`config.mk`:
```
export PLATFORM = sky130hd
export DESIGN_NAME = sensor_reply_word_crc_checker_top
export DESIGN_NICKNAME = d
export VERILOG_FILES = /design/src/rtl/srwcc_pkg.sv /design/src/rtl/sensor_reply_word_crc_checker_top.sv /design/src/rtl/srwcc_crc8.sv
export SDC_FILE = /design/constraint.sdc
export NUM_CORES = 1
export LEC_CHECK = 0
export CORE_UTILIZATION = 57
export CTS_CLUSTER_DIAMETER = 60
export CTS_CLUSTER_SIZE = 12
export DETAILED_ROUTE_END_ITERATION = 10
export DONT_BUFFER_PORTS = 1
export PLACE_DENSITY = 0.72
export SYNTH_ARGS = -nofsm -noshare
export SYNTH_HDL_FRONTEND = slang
export SYNTH_SLANG_ARGS = --single-unit
```
`constraint.sdc`:
```
create_clock -name clk_i -period 3.6 [get_ports clk_i]
set_input_delay 0.54 -clock clk_i [delete_from_list [all_inputs] [get_ports clk_i]]
set_output_delay 0.54 -clock clk_i [all_outputs]
set_load 0.05 [all_outputs]
```
`src/rtl/srwcc_pkg.sv`:
```
`timescale 1ns / 1ps
// Shared types and constants for the sensor reply word CRC checker.
// No dependencies; imported by srwcc_crc8 and the top level.
package srwcc_pkg;

  localparam logic [7:0] CRC_POLY    = 8'h31;
  localparam logic [7:0] CRC_INIT    = 8'hFF;
  localparam logic [7:0] CRC_TOP_BIT = 8'h80;

  typedef enum logic [1:0] {
    ST_OK         = 2'd0,
    ST_BAD_FIRST  = 2'd1,
    ST_BAD_SECOND = 2'd2
  } status_e;

  // Position of the next expected reply byte; idle waits for a start flag.
  typedef enum logic [5:0] {
    POS_IDLE  = 6'b000001,
    POS_LOW1  = 6'b000010,
    POS_CRC1  = 6'b000100,
    POS_HIGH2 = 6'b001000,
    POS_LOW2  = 6'b010000,
    POS_CRC2  = 6'b100000
  } pos_e;

endpackage

```
`src/rtl/sensor_reply_word_crc_checker_top.sv`:
```
`timescale 1ns / 1ps
// Channel  | Direction | Handshake             | Payload
// input    | in        | in_valid_i/in_stall_o | rx_byte_i, start_of_read_i
// result   | out       | out_valid_o/out_stall_i | co2_value_o, tvoc_value_o, status_o
// One byte per cycle is taken unless in_stall_o holds the input; the sixth byte of a
// reply passes through the input register, then the result register.
// Reset clears the byte position, CRC, error flag and stored good words.
// A stalled result holds the result register; the input register still drains
// bytes that produce no result. Depends on srwcc_pkg and srwcc_crc8.
module sensor_reply_word_crc_checker_top
  import srwcc_pkg::*;
(
  input  logic        clk_i,
  input  logic        rst_ni,
  input  logic        in_valid_i,
  output logic        in_stall_o,
  input  logic [7:0]  rx_byte_i,
  input  logic        start_of_read_i,
  output logic        out_valid_o,
  input  logic        out_stall_i,
  output logic [15:0] co2_value_o,
  output logic [15:0] tvoc_value_o,
  output logic [1:0]  status_o
);

  logic        in_valid_q, in_valid_d;
  logic [7:0]  byte_q;
  logic        start_q;
  pos_e        pos_q, pos_d, pos_eff;
  logic [7:0]  crc_q, crc_d, crc_seed, crc_next;
  logic [7:0]  high_q, high_d;
  logic [15:0] pend1_q, pend1_d, pend2_q, pend2_d;
  logic        bad1_q, bad1_d;
  logic [15:0] good1_q, good1_d, good2_q, good2_d;
  logic        out_valid_q, out_valid_d;
  logic [15:0] co2_q, tvoc_q;
  status_e     status_q, status_d;
  logic        in_accept, has_result, advance, out_load;

  assign in_accept  = in_valid_i && !in_stall_o;
  assign has_result = !start_q && (pos_q == POS_CRC2);
  assign advance    = in_valid_q && (!has_result || !out_valid_q || !out_stall_i);
  assign in_stall_o = in_valid_q && !advance;
  assign out_load   = advance && has_result;
  assign pos_eff    = start_q ? POS_IDLE : pos_q;

  assign crc_seed = (pos_eff == POS_IDLE || pos_eff == POS_HIGH2) ? CRC_INIT : crc_q;

  srwcc_crc8 u_crc8 (
    .crc_i  (crc_seed),
    .data_i (byte_q),
    .crc_o  (crc_next)
  );

  always_comb begin
    pos_d    = pos_q;
    crc_d    = crc_q;
    high_d   = high_q;
    pend1_d  = pend1_q;
    pend2_d  = pend2_q;
    bad1_d   = bad1_q;
    good1_d  = good1_q;
    good2_d  = good2_q;
    status_d = ST_OK;
    if (advance && (start_q || pos_q != POS_IDLE)) begin
      unique case (pos_eff)
        POS_IDLE: begin
          crc_d  = crc_next;
          high_d = byte_q;
          pos_d  = POS_LOW1;
        end
        POS_LOW1: begin
          crc_d   = crc_next;
          pend1_d = {high_q, byte_q};
          pos_d   = POS_CRC1;
        end
        POS_CRC1: begin
          bad1_d = (crc_q != byte_q);
          crc_d  = CRC_INIT;
          pos_d  = POS_HIGH2;
        end
        POS_HIGH2: begin
          crc_d  = crc_next;
          high_d = byte_q;
          pos_d  = POS_LOW2;
        end
        POS_LOW2: begin
          crc_d   = crc_next;
          pend2_d = {high_q, byte_q};
          pos_d   = POS_CRC2;
        end
        POS_CRC2: begin
          priority if (bad1_q) begin
            status_d = ST_BAD_FIRST;
          end else if (crc_q != byte_q) begin
            status_d = ST_BAD_SECOND;
          end else begin
            status_d = ST_OK;
            good1_d  = pend1_q;
            good2_d  = pend2_q;
          end
          crc_d = CRC_INIT;
          pos_d = POS_IDLE;
        end
        default: begin
          pos_d = POS_IDLE;
        end
      endcase
    end
  end

  always_comb begin
    if (in_accept) begin
      in_valid_d = 1'b1;
    end else if (advance) begin
      in_valid_d = 1'b0;
    end else begin
      in_valid_d = in_valid_q;
    end
    if (out_load) begin
      out_valid_d = 1'b1;
    end else if (!out_stall_i) begin
      out_valid_d = 1'b0;
    end else begin
      out_valid_d = out_valid_q;
    end
  end

  always_ff @(posedge clk_i or negedge rst_ni) begin
    if (!rst_ni) begin
      in_valid_q  <= 1'b0;
      out_valid_q <= 1'b0;
      pos_q       <= POS_IDLE;
      crc_q       <= CRC_INIT;
      bad1_q      <= 1'b0;
      good1_q     <= 16'h0000;
      good2_q     <= 16'h0000;
    end else begin
      in_valid_q  <= in_valid_d;
      out_valid_q <= out_valid_d;
      pos_q       <= pos_d;
      crc_q       <= crc_d;
      bad1_q      <= bad1_d;
      good1_q     <= good1_d;
      good2_q     <= good2_d;
    end
  end

  always_ff @(posedge clk_i) begin
    if (in_accept) begin
      byte_q  <= rx_byte_i;
      start_q <= start_of_read_i;
    end
    high_q  <= high_d;
    pend1_q <= pend1_d;
    pend2_q <= pend2_d;
    if (out_load) begin
      co2_q    <= good1_d;
      tvoc_q   <= good2_d;
      status_q <= status_d;
    end
  end

  assign out_valid_o  = out_valid_q;
  assign co2_value_o  = co2_q;
  assign tvoc_value_o = tvoc_q;
  assign status_o     = status_q;

  a_pos_onehot: assert property (@(posedge clk_i) disable iff (!rst_ni)
    $onehot(pos_q))
    else $error("byte position lost its one-hot code");

  a_result_idles: assert property (@(posedge clk_i) disable iff (!rst_ni)
    out_load |=> (pos_q == POS_IDLE) && out_valid_o)
    else $error("result transaction did not return to idle");

  a_ok_matches_good: assert property (@(posedge clk_i) disable iff (!rst_ni)
    (out_load && status_d == ST_OK) |=>
      (co2_value_o == good1_q) && (tvoc_value_o == good2_q))
    else $error("good result does not match stored words");

  a_stall_needs_item: assert property (@(posedge clk_i) disable iff (!rst_ni)
    in_stall_o |-> (in_valid_q && out_valid_q && out_stall_i))
    else $error("input stalled without a blocked result");

endmodule

```
`src/rtl/srwcc_crc8.sv`:
```
`timescale 1ns / 1ps
// One-byte CRC-8 update, polynomial 0x31, MSB first, purely combinational.
// Depends on srwcc_pkg for the polynomial constants.
module srwcc_crc8
  import srwcc_pkg::*;
(
  input  logic [7:0] crc_i,
  input  logic [7:0] data_i,
  output logic [7:0] crc_o
);

  always_comb begin
    logic [7:0] r;
    r = crc_i ^ data_i;
    for (int k = 0; k < 8; k++) begin
      if ((r & CRC_TOP_BIT) != 8'h00) begin
        r = {r[6:0], 1'b0} ^ CRC_POLY;
      end else begin
        r = {r[6:0], 1'b0};
      end
    end
    crc_o = r;
  end

endmodule

```
* After elaboration in Yosys (flattened, before gate mapping)
Index checks and enable logic that the tools add are counted.
** Storage, ports and cells
- Bits in registers :: 132
- Bits in latches :: 0
- Memory bits (writable) :: 0
- Memory bits (read-only) :: 0
- Input port bits :: 13
- Output and inout port bits :: 36
- Word-level logic and storage cells :: 91
- Memories kept :: 0
** Cells by class
- Add/sub/neg operators :: 0
- $mul :: 0
- Div/mod/pow operators :: 0
- Order comparisons :: 0
- Eq/ne operators :: 10
- Shift operators :: 0
- Muxes and demuxes :: 26
- Bitwise operators :: 11
- Reduce and logical (&&, ||, !) cells :: 28
** Operators with widths (number)
- 16-bit two-way mux :: 8
- 6-bit two-way mux :: 9
- 6-bit one-hot mux with 5 select lines :: 1
- 3-bit NOT :: 8
- 8-bit one-hot mux with 2 select lines :: 1
- 6-bit == test (second input constant) :: 2
- 2-bit AND reduction :: 6
- 8-bit two-way mux :: 1
- 8-bit inequality test :: 1
- 8-bit bitwise XOR :: 1
- 6-bit by 1-bit == test with 1-bit output (second input constant) :: 1
- 6-bit by 2-bit == test with 1-bit output (second input constant) :: 1
- 6-bit by 3-bit == test with 1-bit output (second input constant) :: 1
- 6-bit by 4-bit == test with 1-bit output (second input constant) :: 1
- 6-bit by 5-bit == test with 1-bit output (second input constant) :: 1
- 1-bit logical AND :: 6
- 1-bit zero test :: 6
- 6-bit by 1-bit inequality test with 1-bit output (second input constant) :: 1
- 1-bit two-way mux :: 5
- 1-bit logical OR :: 4
- 2-bit nonzero test :: 2
- 2-bit OR reduction :: 2
- 4-bit OR reduction :: 1
- 3-bit OR reduction :: 1
- 3 further kinds :: 4

* Logic depth before layout (Yosys ltp)
Gate-level depths: netlist (run 1).
- Depth in word-level cells :: 22
- Depth in mapped cells :: 8
- Gate-level depth less buffers :: 5

* Modules after synthesis
Synthesis (run 1) repeated with hierarchy kept, for this count alone.
** Second synthesis, totals
- Cell total of the unflattened synthesis :: 280
- Area, all modules :: 5190.0 um^2
** By module, submodules not included
- sensor_reply_word_crc_checker_top :: times used 1, cells each 259, area an instance 4954.8 um^2, seq. area each 3729.8 um^2
- srwcc_crc8 :: times used 1, cells each 21, area an instance 235.2 um^2, seq. area each 0.0 um^2

* Least setup slack after synthesis (run 1)
Ideal clock, no wire load.
- Path type :: flip-flop to flip-flop
- Start :: register start_q
- End :: register pend1_q[0], enable pin
- Library setup time :: 412 ps
- Data arrival time :: 2536 ps
- Data required time :: 3188 ps
- Slack :: 652 ps
- Stages on the path, launching flop included :: 5
- Path buffers :: 1
- Period minus slack after synthesis :: 2948 ps
- Cell sequence :: edfxtp_1 > buf_2 > or3_1 > or4_1 > nor3_1
** On the way
- Cells in the longest elaborated chain, start to end :: 8
- Elaborated cells between the ends (all ways) :: 11
- Classes of those cells :: 1 x eq/ne; 1 x mux; 9 x reduce/logical
** RTL lines
- start, declared :: RTL line sensor_reply_word_crc_checker_top.sv:28 : logic start_q;
- start signal, assigned :: RTL line sensor_reply_word_crc_checker_top.sv:152 : start_q <= start_of_read_i;
- 1-bit zero test :: RTL line sensor_reply_word_crc_checker_top.sv:41 : assign has_result = !start_q && (pos_q == POS_CRC2);
- 1-bit logical AND :: RTL line sensor_reply_word_crc_checker_top.sv:41
- 1-bit zero test :: RTL line sensor_reply_word_crc_checker_top.sv:42 : assign advance = in_valid_q && (!has_result || !out_valid_q || !out_stall_i);
- 1-bit logical OR (2 in a row) :: RTL line sensor_reply_word_crc_checker_top.sv:42
- 1-bit logical AND :: RTL line sensor_reply_word_crc_checker_top.sv:42
- 1-bit logical AND :: RTL line sensor_reply_word_crc_checker_top.sv:65 : if (advance && (start_q || pos_q != POS_IDLE)) begin
- 2-bit AND reduction (no line) (*)
- end signal, assigned :: RTL line sensor_reply_word_crc_checker_top.sv:155 : pend1_q <= pend1_d;
- end, declared :: RTL line sensor_reply_word_crc_checker_top.sv:32 : logic [15:0] pend1_q, pend1_d, pend2_q, pend2_d;
Every way passes the cells marked *; elsewhere a longest branch is shown, timed or not.
A chain may end at the register's enable or synchronous reset.

* Final worst setup path (run 1)
- Start :: register byte_q[3]
- End :: register co2_q[2], in the netlist co2_value_o[2] (data pin)
** On the way
- Cells in the longest elaborated chain, start to end :: 5
** RTL lines
- start, declared :: RTL line sensor_reply_word_crc_checker_top.sv:27 : logic [7:0] byte_q;
- start signal, assigned :: RTL line sensor_reply_word_crc_checker_top.sv:151 : byte_q <= rx_byte_i;
- 8-bit inequality test :: RTL line sensor_reply_word_crc_checker_top.sv:95 : end else if (crc_q != byte_q) begin
- 16-bit two-way mux :: RTL line sensor_reply_word_crc_checker_top.sv:95
- 16-bit two-way mux :: RTL line sensor_reply_word_crc_checker_top.sv:93 : priority if (bad1_q) begin
- 16-bit two-way mux :: RTL line sensor_reply_word_crc_checker_top.sv:66 : unique case (pos_eff)
- 16-bit two-way mux :: RTL line sensor_reply_word_crc_checker_top.sv:65
- named net good1_d[2] :: RTL line sensor_reply_word_crc_checker_top.sv:34 : logic [15:0] good1_q, good1_d, good2_q, good2_d;
- end signal, assigned :: RTL line sensor_reply_word_crc_checker_top.sv:158 : co2_q <= good1_d;
- end, declared :: RTL line sensor_reply_word_crc_checker_top.sv:36 : logic [15:0] co2_q, tvoc_q;
The timed path passes the listed nets, and every way through them passes these cells.

==> results.md, run 1 <==
* Post-DP Area at 0.005370 mm2
* Startpoint Class: flip-flop
* # setup viols final at 0
* Leading area contributor after synthesis: edfxtp_1
* Core area at 0.008891 mm2
* Slowest cell delay on critical path at ~0.93 ns
* M1 wire length at 3984 um
* Pleak at 0.002385 uW
* First-pass GRT wire length at 14350 um
* Global route overflow at 0
* Largest net degree at the start of global routing at 50
* Post-Syn Area at 0.005329 mm2
* #FFs+latches synth at 132
* WP data required at roughly 3.9 ns
* Clock-pin slew on the worst setup and hold paths at 0.06 ns
* Top layer in use: met4
* Io pins at 49
* Residual DRC at 0
* Data arrival, critical path at approximately 3.2 ns
* Switching share of power at about a quarter
* Synth Area per Inst at ~17 um2
* Die Y-Extent at a little under 100 um
* Bufs and invs on worst path at 0
* Clock Skews at 0.01083 ns
* Ratio of final minimum period to clock period at roughly 80%
* Initial antenna violation count at 0
* Final instance area at 0.006013 mm2
* Post-synthesis sequential area ratio at a little over two thirds
* PwrDens at just over 700 mW/mm2
* Run status: finished, final reports clean
* Flop pwr share at 43.6%
* Met3 Routed Length at 364 um
* Synth top area share at 46.77%
* Routed len/inst at 19.87 um
* Synth Net Count at about 320
* CP endpoint kind: flip-flop
* Cell count after synthesis at 306
* Net Switching at 1103 uW
* Slew margin rel. at 28.47%
* Clock Path Buffers at 2
* Resize count post-CTS at 0
* Port bufs at 0
* Commonest non-fill, non-tap cell in the layout: edfxtp_1
* Share of layout cells above drive strength 1 at between 20% and 30%
* Detailed Route Iter0 Violations at 145
* Worst-path cell with the longest stage delay: or3_2
* Ys async rst share at 37.12%
* EDFF count, synth at 83
* Routed length on met2 at 4286 um
* Comb power frac at 15.4%
* Clock root buffer: clkbuf_8
* CTS sink cnt at approximately 130
* Hold WC Path Type: primary input to flip-flop
* Minimum clock period at between 2 and 3 ns
* CTS tree: done
* Max_cap viols at 0
* WL final at 8725 um
* Clock Power Share at 41.0%
* Internal at 3170 uW
* Area grow syn2layout at 12.84%
* DR vias/cell at around 5.7
* Die ar. at 0.009740 mm2
* Critical path's top delay family: simple AND/OR/NAND/NOR gates
* Die Wd at 98.69 um
* Via count at about 2500
* Detail Route Antenna Nets at 0
* Maximum fanout along the worst path at 32
* H-tree Lvls at 4
* Initial Util at between 50% and 60%
* Least-Margin Pin Slew at ~1.1 ns
* Final #Nets at 331
* Antenna Cells at 0
* Yosys cell types at 48
* CTS buffer count at 17
* Yosys warns at 0
* Placer Congestion at 0.8521
* Post-DP HPWL at 5268 um
* Worst Setup Path Type: flip-flop to flip-flop
* Via count of the first global-routing pass at roughly 2600
* Synth top area cells: edfxtp_1 47%, dfrtp_1 19%, mux2_4 8.5%
* Most frequent cells in the layout: 83 x edfxtp_1, 40 x dfrtp_1, 30 x mux2_4, 20 x xnor2_1, 16 x clkbuf_16
* Total track usage at 20.54%
* Top FF cell, synth: edfxtp_1
* Max rail drop VDD at 0.0004551 V
* Final hold vios at 0
* RSZ-0062 raised after global routing: false
* Clock Latency Late Sink at 0.51 ns
* Slew Limit Fails at 0
* TritonRoute pass-1 iters at 4
* CP cell instances: xor2_1, nor4_1, nand2_1, or3_2, mux2_4
* Fmax at 338.1 MHz
* Row count at 34
* Setup TNS at 0 ns
-- final timing paths --
kind	start	end	slack, ns	cells past startpoint
max	byte_q[3]$_DFFE_PP_	co2_value_o[2]$_DFFE_PP_	0.64	5
min	rx_byte_i[7]	byte_q[7]$_DFFE_PP_	0.12	0
max reg2reg	byte_q[3]$_DFFE_PP_	co2_value_o[2]$_DFFE_PP_	0.64	5
min reg2reg	high_q[4]$_DFFE_PP_	pend1_q[12]$_DFFE_PP_	0.45	0
max in group asynchronous	rst_ni	crc_q[1]$_DFFE_PN1P_	2.77	2
min in group asynchronous	rst_ni	pos_q[5]$_DFFE_PN0P_	0.54	2
-- worst register-to-register path: stages (launching register included) --
cell and delay, ns:
edfxtp_1 0.56, xor2_1 0.21, nor4_1 0.38, nand2_1 0.14, or3_2 0.93, mux2_4 0.50
-- Yosys cell counts, types with 4 or more instances --
| cell type | number |
|---|---|
| nand2_1 | 11 |
| inv_1 | 6 |
| dfstp_2 | 9 |
| a211oi_1 | 6 |
| edfxtp_1 | 83 |
| nand4_1 | 4 |
| xnor2_1 | 20 |
| a31oi_1 | 4 |
| mux2_4 | 30 |
| nor3_1 | 4 |
| dfrtp_1 | 40 |
| nor2_1 | 10 |
| xor2_1 | 15 |
| or3_1 | 4 |
| buf_2 | 5 |
-- timing repair --
action	in CTS	in global routing
hold buffers	2	0
buffers inserted	0	0
endpoints found under the hold margin	49	0
-- per-stage QoR --
stage | worst slack, ns | util (%) | cells | total power [uW] | hold WS [ns]
floorplan | 0.6520 | - | 306 | 2431 | 0.2444
global placement | 0.7034 | 60.40 | 405 | 2513 | 0.2459
detailed placement | 0.6503 | 60.40 | 405 | 2526 | 0.2456
CTS | 0.6191 | 67.63 | 439 | 4309 | 0.09226
global route | 0.4809 | 67.63 | 439 | 4454 | 0.07722
finish | 0.6423 | 67.63 | 439 | 4273 | 0.1184
-- layout make-up --
cell class | instances | area [um2]
clock inverter | 15 | 191.4
multi-input combinational | 155 | 1453
tap | 108 | 135.1
fill | 580 | 2878
clock buffer | 17 | 414.1
inverter | 6 | 22.52
timing repair buffer | 6 | 67.56
sequential | 132 | 3730
-- routing by layer --
metal / up-vias / track usage [%]
met1: 1267 / 27.06
met2: 72 / 30.72
met4: 0 / 9.300
met5: - / 0
met3: 6 / 7.730
li1: 1159 / -
-- power groups by stage --
stage | logic [uW] | clock network (uW) | registers [uW]
after global routing | 729 | 1850 | 1880
after global placement | 626 | 0 | 1890
after CTS | 661 | 1790 | 1860
after floorplan | 608 | 0 | 1820
after detailed placement | 637 | 0 | 1890
final | 659 | 1750 | 1860
-- cell families (layout without fill, tap and decap cells) --
family / Yosys count / after routing / share of synthesized area, %
flip-flops: 132 / 132 / 69.99
buffers and inverters: 19 / 44 / 2.864
AO/OA/AOI/OAI: 24 / 24 / 3.546
multiplexers: 34 / 34 / 9.274
XOR/XNOR: 40 / 40 / 7.983
AND/OR/NAND/NOR: 57 / 57 / 6.339
-- state kept, by name, summed over array words and instances (netlist names), 2 cells and up --
signal        count
pend2_q          16
good2_q          16
high_q            8
tvoc_value_o     16
good1_q          16
pos_q             6
pend1_q          16
byte_q            8
crc_q             8
co2_value_o      16
status_o          2
No activity file was read; power rests on OpenSTA's default activity.
==> inputs of run 2 (changes only) <==
Settings changed: CORE_UTILIZATION 57 to 56, PLACE_DENSITY 0.72 to 0.74.
Clock period 3.6 ns to 2.6 ns, I/O delays scaled along.
==> results.md, run 2 (synthesis gave the netlist of run 1 again) <==
* Run status: finished, final reports clean
* Slew Limit Fails at 0
* GR Util met3 at between 7 and 8%
* CP endpoint kind: flip-flop
* Post CTS Setup Buffer Count at 0
* Core area at 0.009240 mm2
* H-tree Lvls at 4
* Startpoint Class: flip-flop
* Largest net degree at the start of global routing at 50
* Post-DP Area at roughly 0.0055 mm2
* Io pins at 49
* Maximum fanout along the worst path at 32
* Clock Latency Late Sink at 0.51 ns
* WP data required at ~2.9 ns
* Final hold vios at 0
* Clock root buffer: clkbuf_8
* Max rail drop VDD at just under 0.0007 V
* First-pass GRT wire length at ~15000 um
* Final #Nets at between 300 and 400
* Clock Skews at 0.008140 ns
* Row count at 35
* Flop2flop setup slack at 0.12 ns
* WL final at 9371 um
* Die Y-Extent at 99.55 um
* CTS tree: done
* Initial antenna violation count at 0
* Via count of the first global-routing pass at 2702
* Clock Path Buffers at 2
* Fmax at 403.4 MHz
* Initial Util at 57.67%
* Detail Route Antenna Nets at 0
* Total track usage at approximately a fifth
* Max_cap viols at 0
* CTS buffer count at 17
* Met1 Usage GRT at 26.99%
* Least-Margin Pin Slew at 0.5281 ns
* Hold WC Path Type: primary input to flip-flop
* Global route overflow at 0
* Post-route core utilization at 67.87%
* Footprint of the multi-input gates at approximately 0.0015 mm2
* # setup viols final at 0
* Pleak at 0.002496 uW
* Clock-pin slew on the worst setup and hold paths at 0.06 ns
* Port bufs at 0
* Fillers at 608
* DR vias/cell at about 5.5
* Detailed Route Iter0 Violations at around 130
* Via count at 2631
* Residual DRC at 0
* Share of layout cells above drive strength 1 at 28.90%
* Setup TNS at 0 ns
* Worst Setup Path Type: flip-flop to flip-flop
* Post-DP HPWL at 5591 um
* GR Util met2 at 34.13%
* Final instance area at 0.006271 mm2
* Commonest non-fill, non-tap cell in the layout: edfxtp_1
* Die Wd at approximately 100 um
* Register Area at 0.003730 mm2
* Die ar. at 0.009910 mm2
* Gr busiest metal: met2
* PwrDens at 963.9 mW/mm2
* Routed len/inst at 19.44 um
* Ratio of final minimum period to clock period at 95.35%
* RSZ-0062 raised after global routing: false
* Minimum clock period at 2.479 ns
* Most frequent cells in the layout: 83 x edfxtp_1, 40 x dfrtp_1, 30 x mux2_4, 20 x xnor2_1, 16 x clkbuf_16
* Area grow syn2layout at 17.68%
* Antenna Cells at 0
* TritonRoute pass-1 iters at 4
* CTS sink cnt at approximately 130
* Placer Congestion at 0.8496
* Slew margin rel. at 64.50%
* Data arrival, critical path at ~2.7 ns
[run 2: cell types whose count changed in the layout (fill, tap and decap cells not counted), sizes merged]
cell,change
clkinvlp,+1
clkbuf,+1
inv,-5
clkinv,+2
bufinv,+1
dlygate4sd3,+10
buf,+12
[run 2: worst max-delay path: stages (launching register included)]
cell     delay [ns]
dfstp_2        0.62
xor2_1         0.11
nor4_2         0.32
nand2_1        0.12
or3_2          0.49
buf_12         0.20
mux2_4         0.34
[run 2: final timing paths]
check / cells after the start / end / start
setup reg to reg: 6 / tvoc_value_o[5]$_DFFE_PP_ / crc_q[3]$_DFFE_PN1P_
hold reg to reg: 0 / pend1_q[9]$_DFFE_PP_ / high_q[1]$_DFFE_PP_
hold / removal: 2 / out_valid_o$_DFFE_PN0P_ / out_stall_i
min in group asynchronous: 2 / good2_q[0]$_DFF_PN0_ / rst_ni
setup / recovery: 6 / tvoc_value_o[5]$_DFFE_PP_ / crc_q[3]$_DFFE_PN1P_
max in group asynchronous: 2 / crc_q[3]$_DFFE_PN1P_ / rst_ni
[run 2: what timing repair did]
item                       CTS  global route
hold endpoints to repair    59             0
setup endpoints to repair    0            20
hold buffers                12             0
gates resized for setup      0             1
[run 2: per-stage QoR]
step / power (uW) / setup slack (ns) / hold slack, ns / instances
floorplan: 3366 / 0.1537 / 0.09441 / 306
global placement: 3503 / 0.1015 / 0.09677 / 438
detailed placement: 3532 / 0.07540 / 0.09650 / 438
CTS: 6063 / 0.04223 / 0.02147 / 482
global route: 6293 / 0.05094 / 0.02563 / 482
finish: 6045 / 0.1210 / 0.03761 / 482
[run 2: layout make-up]
| cell class | instances | area share (%) |
|---|---|---|
| sequential | 132 | 59.48 |
| multi-input combinational | 155 | 23.26 |
| tap | 129 | 2.574 |
| clock inverter | 14 | 3.192 |
| inverter | 6 | 0.3591 |
| timing repair buffer | 28 | 4.310 |
| clock buffer | 18 | 6.824 |
[run 2: routing by layer]
layer | part of all wire, % | vias up
li1 | - | 1201
met2 | 51 | 76
met1 | 43 | 1345
met5 | 0 | -
met4 | 1.2 | 0
met3 | 4.7 | 9
[run 2: where the power goes]
group,switching (uW),internal (uW),total [uW],leakage (uW)
logic,472,542,1010,0.000858
clock network,900,1600,2500,0.000304
registers,139,2400,2540,0.00133
==> inputs of run 3 (changes only) <==
Settings changed: SYNTH_HIERARCHICAL set to 1.
==> results.md, run 3 <==
* Post-DP HPWL at 5081 um
* Ratio of final minimum period to clock period at between 90 and 100%
* Cell count after synthesis at 280
* Cell with the most instances after synthesis: edfxtp_1
* Top cells by count, synth: 83 x edfxtp_1, 40 x dfrtp_1, 30 x mux2_4, 14 x xnor2_1, 13 x xor2_1
* Post-synthesis sequential area ratio at 71.87%
* Leading area contributor after synthesis: edfxtp_1
* Largest net degree at the start of global routing at 50
* Initial Util at 58.65%
* Clock Path Buffers at 2
* Initial antenna violation count at 0
* Worst Setup Path Type: flip-flop to flip-flop
* Io pins at 49
* CTS sink cnt at 132
* Commonest non-fill, non-tap cell in the layout: edfxtp_1
* Clock-pin slew on the worst setup and hold paths at about 0.060 ns
* Area grow syn2layout at 19.58%
* WP data required at 3.03 ns
* Detail Route Antenna Nets at 0
* Pleak at 0.002510 uW
* Max rail drop VDD at 0.0005770 V
* Clock Skews at 0.01191 ns
* Synth top area cells: edfxtp_1 48%, dfrtp_1 19%, mux2_4 8.7%
* Minimum clock period at 2.547 ns
* Die Y-Extent at 98.27 um
* Core area at 0.008848 mm2
* Detailed Route Iter0 Violations at 151
* Final #Nets at 336
* Run status: finished with violations
* Max_cap viols at 0
* Yosys warns at 6
* # setup viols final at 0
* Row count at 34
* Final hold vios at 0
* Clock root buffer: clkbuf_8
* H-tree Lvls at 4
* Top FF cell, synth: edfxtp_1
* Via count at between 2000 and 2500
* Synth Net Count at around 290
* Synth top area share at 48.02%
* Hold endpoint: in_valid_q$_DFFE_PN0P_
* Least-Margin Pin Slew at approximately 0.73 ns
* Failing checks: DRC
* Total track usage at a little under a fifth
* CTS tree: done
* Slew Limit Fails at 0
* Placer Congestion at approximately 0.84
* Worst hold slack at 0.1295 ns
* First-pass GRT wire length at 13400 um
* WL final at 8289 um
* Maximum fanout along the worst path at 7
* RR Startpoint: start_q$_DFFE_PP_
* Yosys cell types at 48
* EDFF count, synth at 83
* TritonRoute pass-1 iters at 7
* Slew margin rel. at 51.01%
* Share of layout cells above drive strength 1 at 35.22%
* Hold Path Stages at 2
* Antenna Cells at 0
* Reg-to-reg endpoint: crc_q[0]$_DFFE_PN1P_
* Hold path startpoint: out_stall_i
* R2r worst-path depth at 9
* Die Wd at 98.27 um
* Die ar. at about 0.0097 mm2
* Routed len/inst at 18.71 um
* Global route overflow at 0
* Via count of the first global-routing pass at 2502
* Data arrival, critical path at between 2 and 3 ns
* Post-DP Area at between 0.005 and 0.006 mm2
* RSZ-0062 raised after global routing: true
* Ys async rst share at 37.12%
* Hold WC Path Type: primary input to flip-flop
* Post-Syn Area at a little over 0.005 mm2
* Most frequent cells in the layout: 83 x edfxtp_1, 40 x dfrtp_1, 30 x mux2_4, 20 x buf_4, 16 x clkbuf_16
* PwrDens at roughly 940 mW/mm2
* Clock Latency Late Sink at 0.51 ns
* #FFs+latches synth at approximately 130
* Residual DRC at 6
* CP endpoint kind: flip-flop
* Startpoint Class: flip-flop
* Flop2flop setup slack at between 0.05 and 0.06 ns
* Final instance area at between 0.006 and 0.007 mm2
* Fillers at 559
* Synth Area per Inst at 18.54 um2
* DR vias/cell at about 5.6
* Port bufs at 0
* CTS buffer count at 17
* Fmax at slightly below 400 MHz
## run 3: worst max-delay path: stages, from the launching register on
cell      delay [ns]
edfxtp_1        0.41
or3_4           0.42
nor4b_4         0.28
buf_4           0.18
buf_6           0.10
or3_4           0.11
xnor2_2         0.10
xnor3_2         0.51
xnor2_2         0.16
o22a_1          0.22
## run 3: cell type report
cell class | instances | area [um2] | share of cell area (%)
Clock buffer | 18 | 427.9 | 6.895
Multi-Input combinational cell | 133 | 1400 | 22.56
Sequential cell | 132 | 3730 | 60.10
Timing Repair Buffer | 36 | 349.1 | 5.625
Tap cell | 108 | 135.1 | 2.177
Clock inverter | 13 | 148.9 | 2.399
Inverter | 3 | 15.01 | 0.2419
## run 3: stage by stage
stage | setup WS (ns) | power [uW] | utilization (%) | TNS (ns) | instances
after floorplan | 0.02406 | 3262 | - | 0 | 280
after global placement | 0.1499 | 3460 | 60.90 | 0 | 393
after detailed placement | 0.1043 | 3461 | 60.90 | 0 | 393
after CTS | 0.05825 | 5795 | 69.09 | 0 | 437
after global routing | -0.03724 | 6078 | 70.14 | -0.08279 | 443
final | 0.05333 | 5841 | 70.14 | 0 | 443
## run 3: how the worst max path moves through the flow
stage                                      end  cells past startpoint               from  slack (ns)
final                     crc_q[0]$_DFFE_PN1P_                      9  start_q$_DFFE_PP_        0.05
after global routing      crc_q[0]$_DFFE_PN1P_                      9  start_q$_DFFE_PP_       -0.04
after CTS                 crc_q[4]$_DFFE_PN1P_                      7  start_q$_DFFE_PP_        0.06
after detailed placement  crc_q[4]$_DFFE_PN1P_                      7  start_q$_DFFE_PP_        0.10
after global placement    crc_q[4]$_DFFE_PN1P_                      7  start_q$_DFFE_PP_        0.15
after floorplan           crc_q[4]$_DFFE_PN1P_                      8  start_q$_DFFE_PP_        0.02
## run 3: routing by layer
metal  vias up  global-route usage (%)  share of wire (%)
li1       1136                       -                  -
met1      1264                   24.91                 44
met2        79                   29.25                 50
met3        18                   7.158                4.1
met4         0                   7.577                1.8
met5         -                       0                  0
## run 3: kinds of logic after synthesis
kind of cell	share of synthesized area (%)
mux	9.764
compound gates	3.882
flops	71.87
buf+inv	1.929
simple gates	6.172
xor+xnor	6.389
## run 3: power by group
group / internal, uW / switching [uW] / leakage [uW] / total [uW]
registers: 2440 / 131 / 0.00133 / 2570
clock network: 1400 / 882 / 0.000280 / 2280
logic: 535 / 455 / 0.000896 / 990
## run 3: repair_timing
item	4_1_cts	5_1_grt
hold buffers	13	0
buffers inserted	0	6
endpoints found under the hold margin	60	0
endpoints found under the setup margin	0	6
resized for setup	0	8
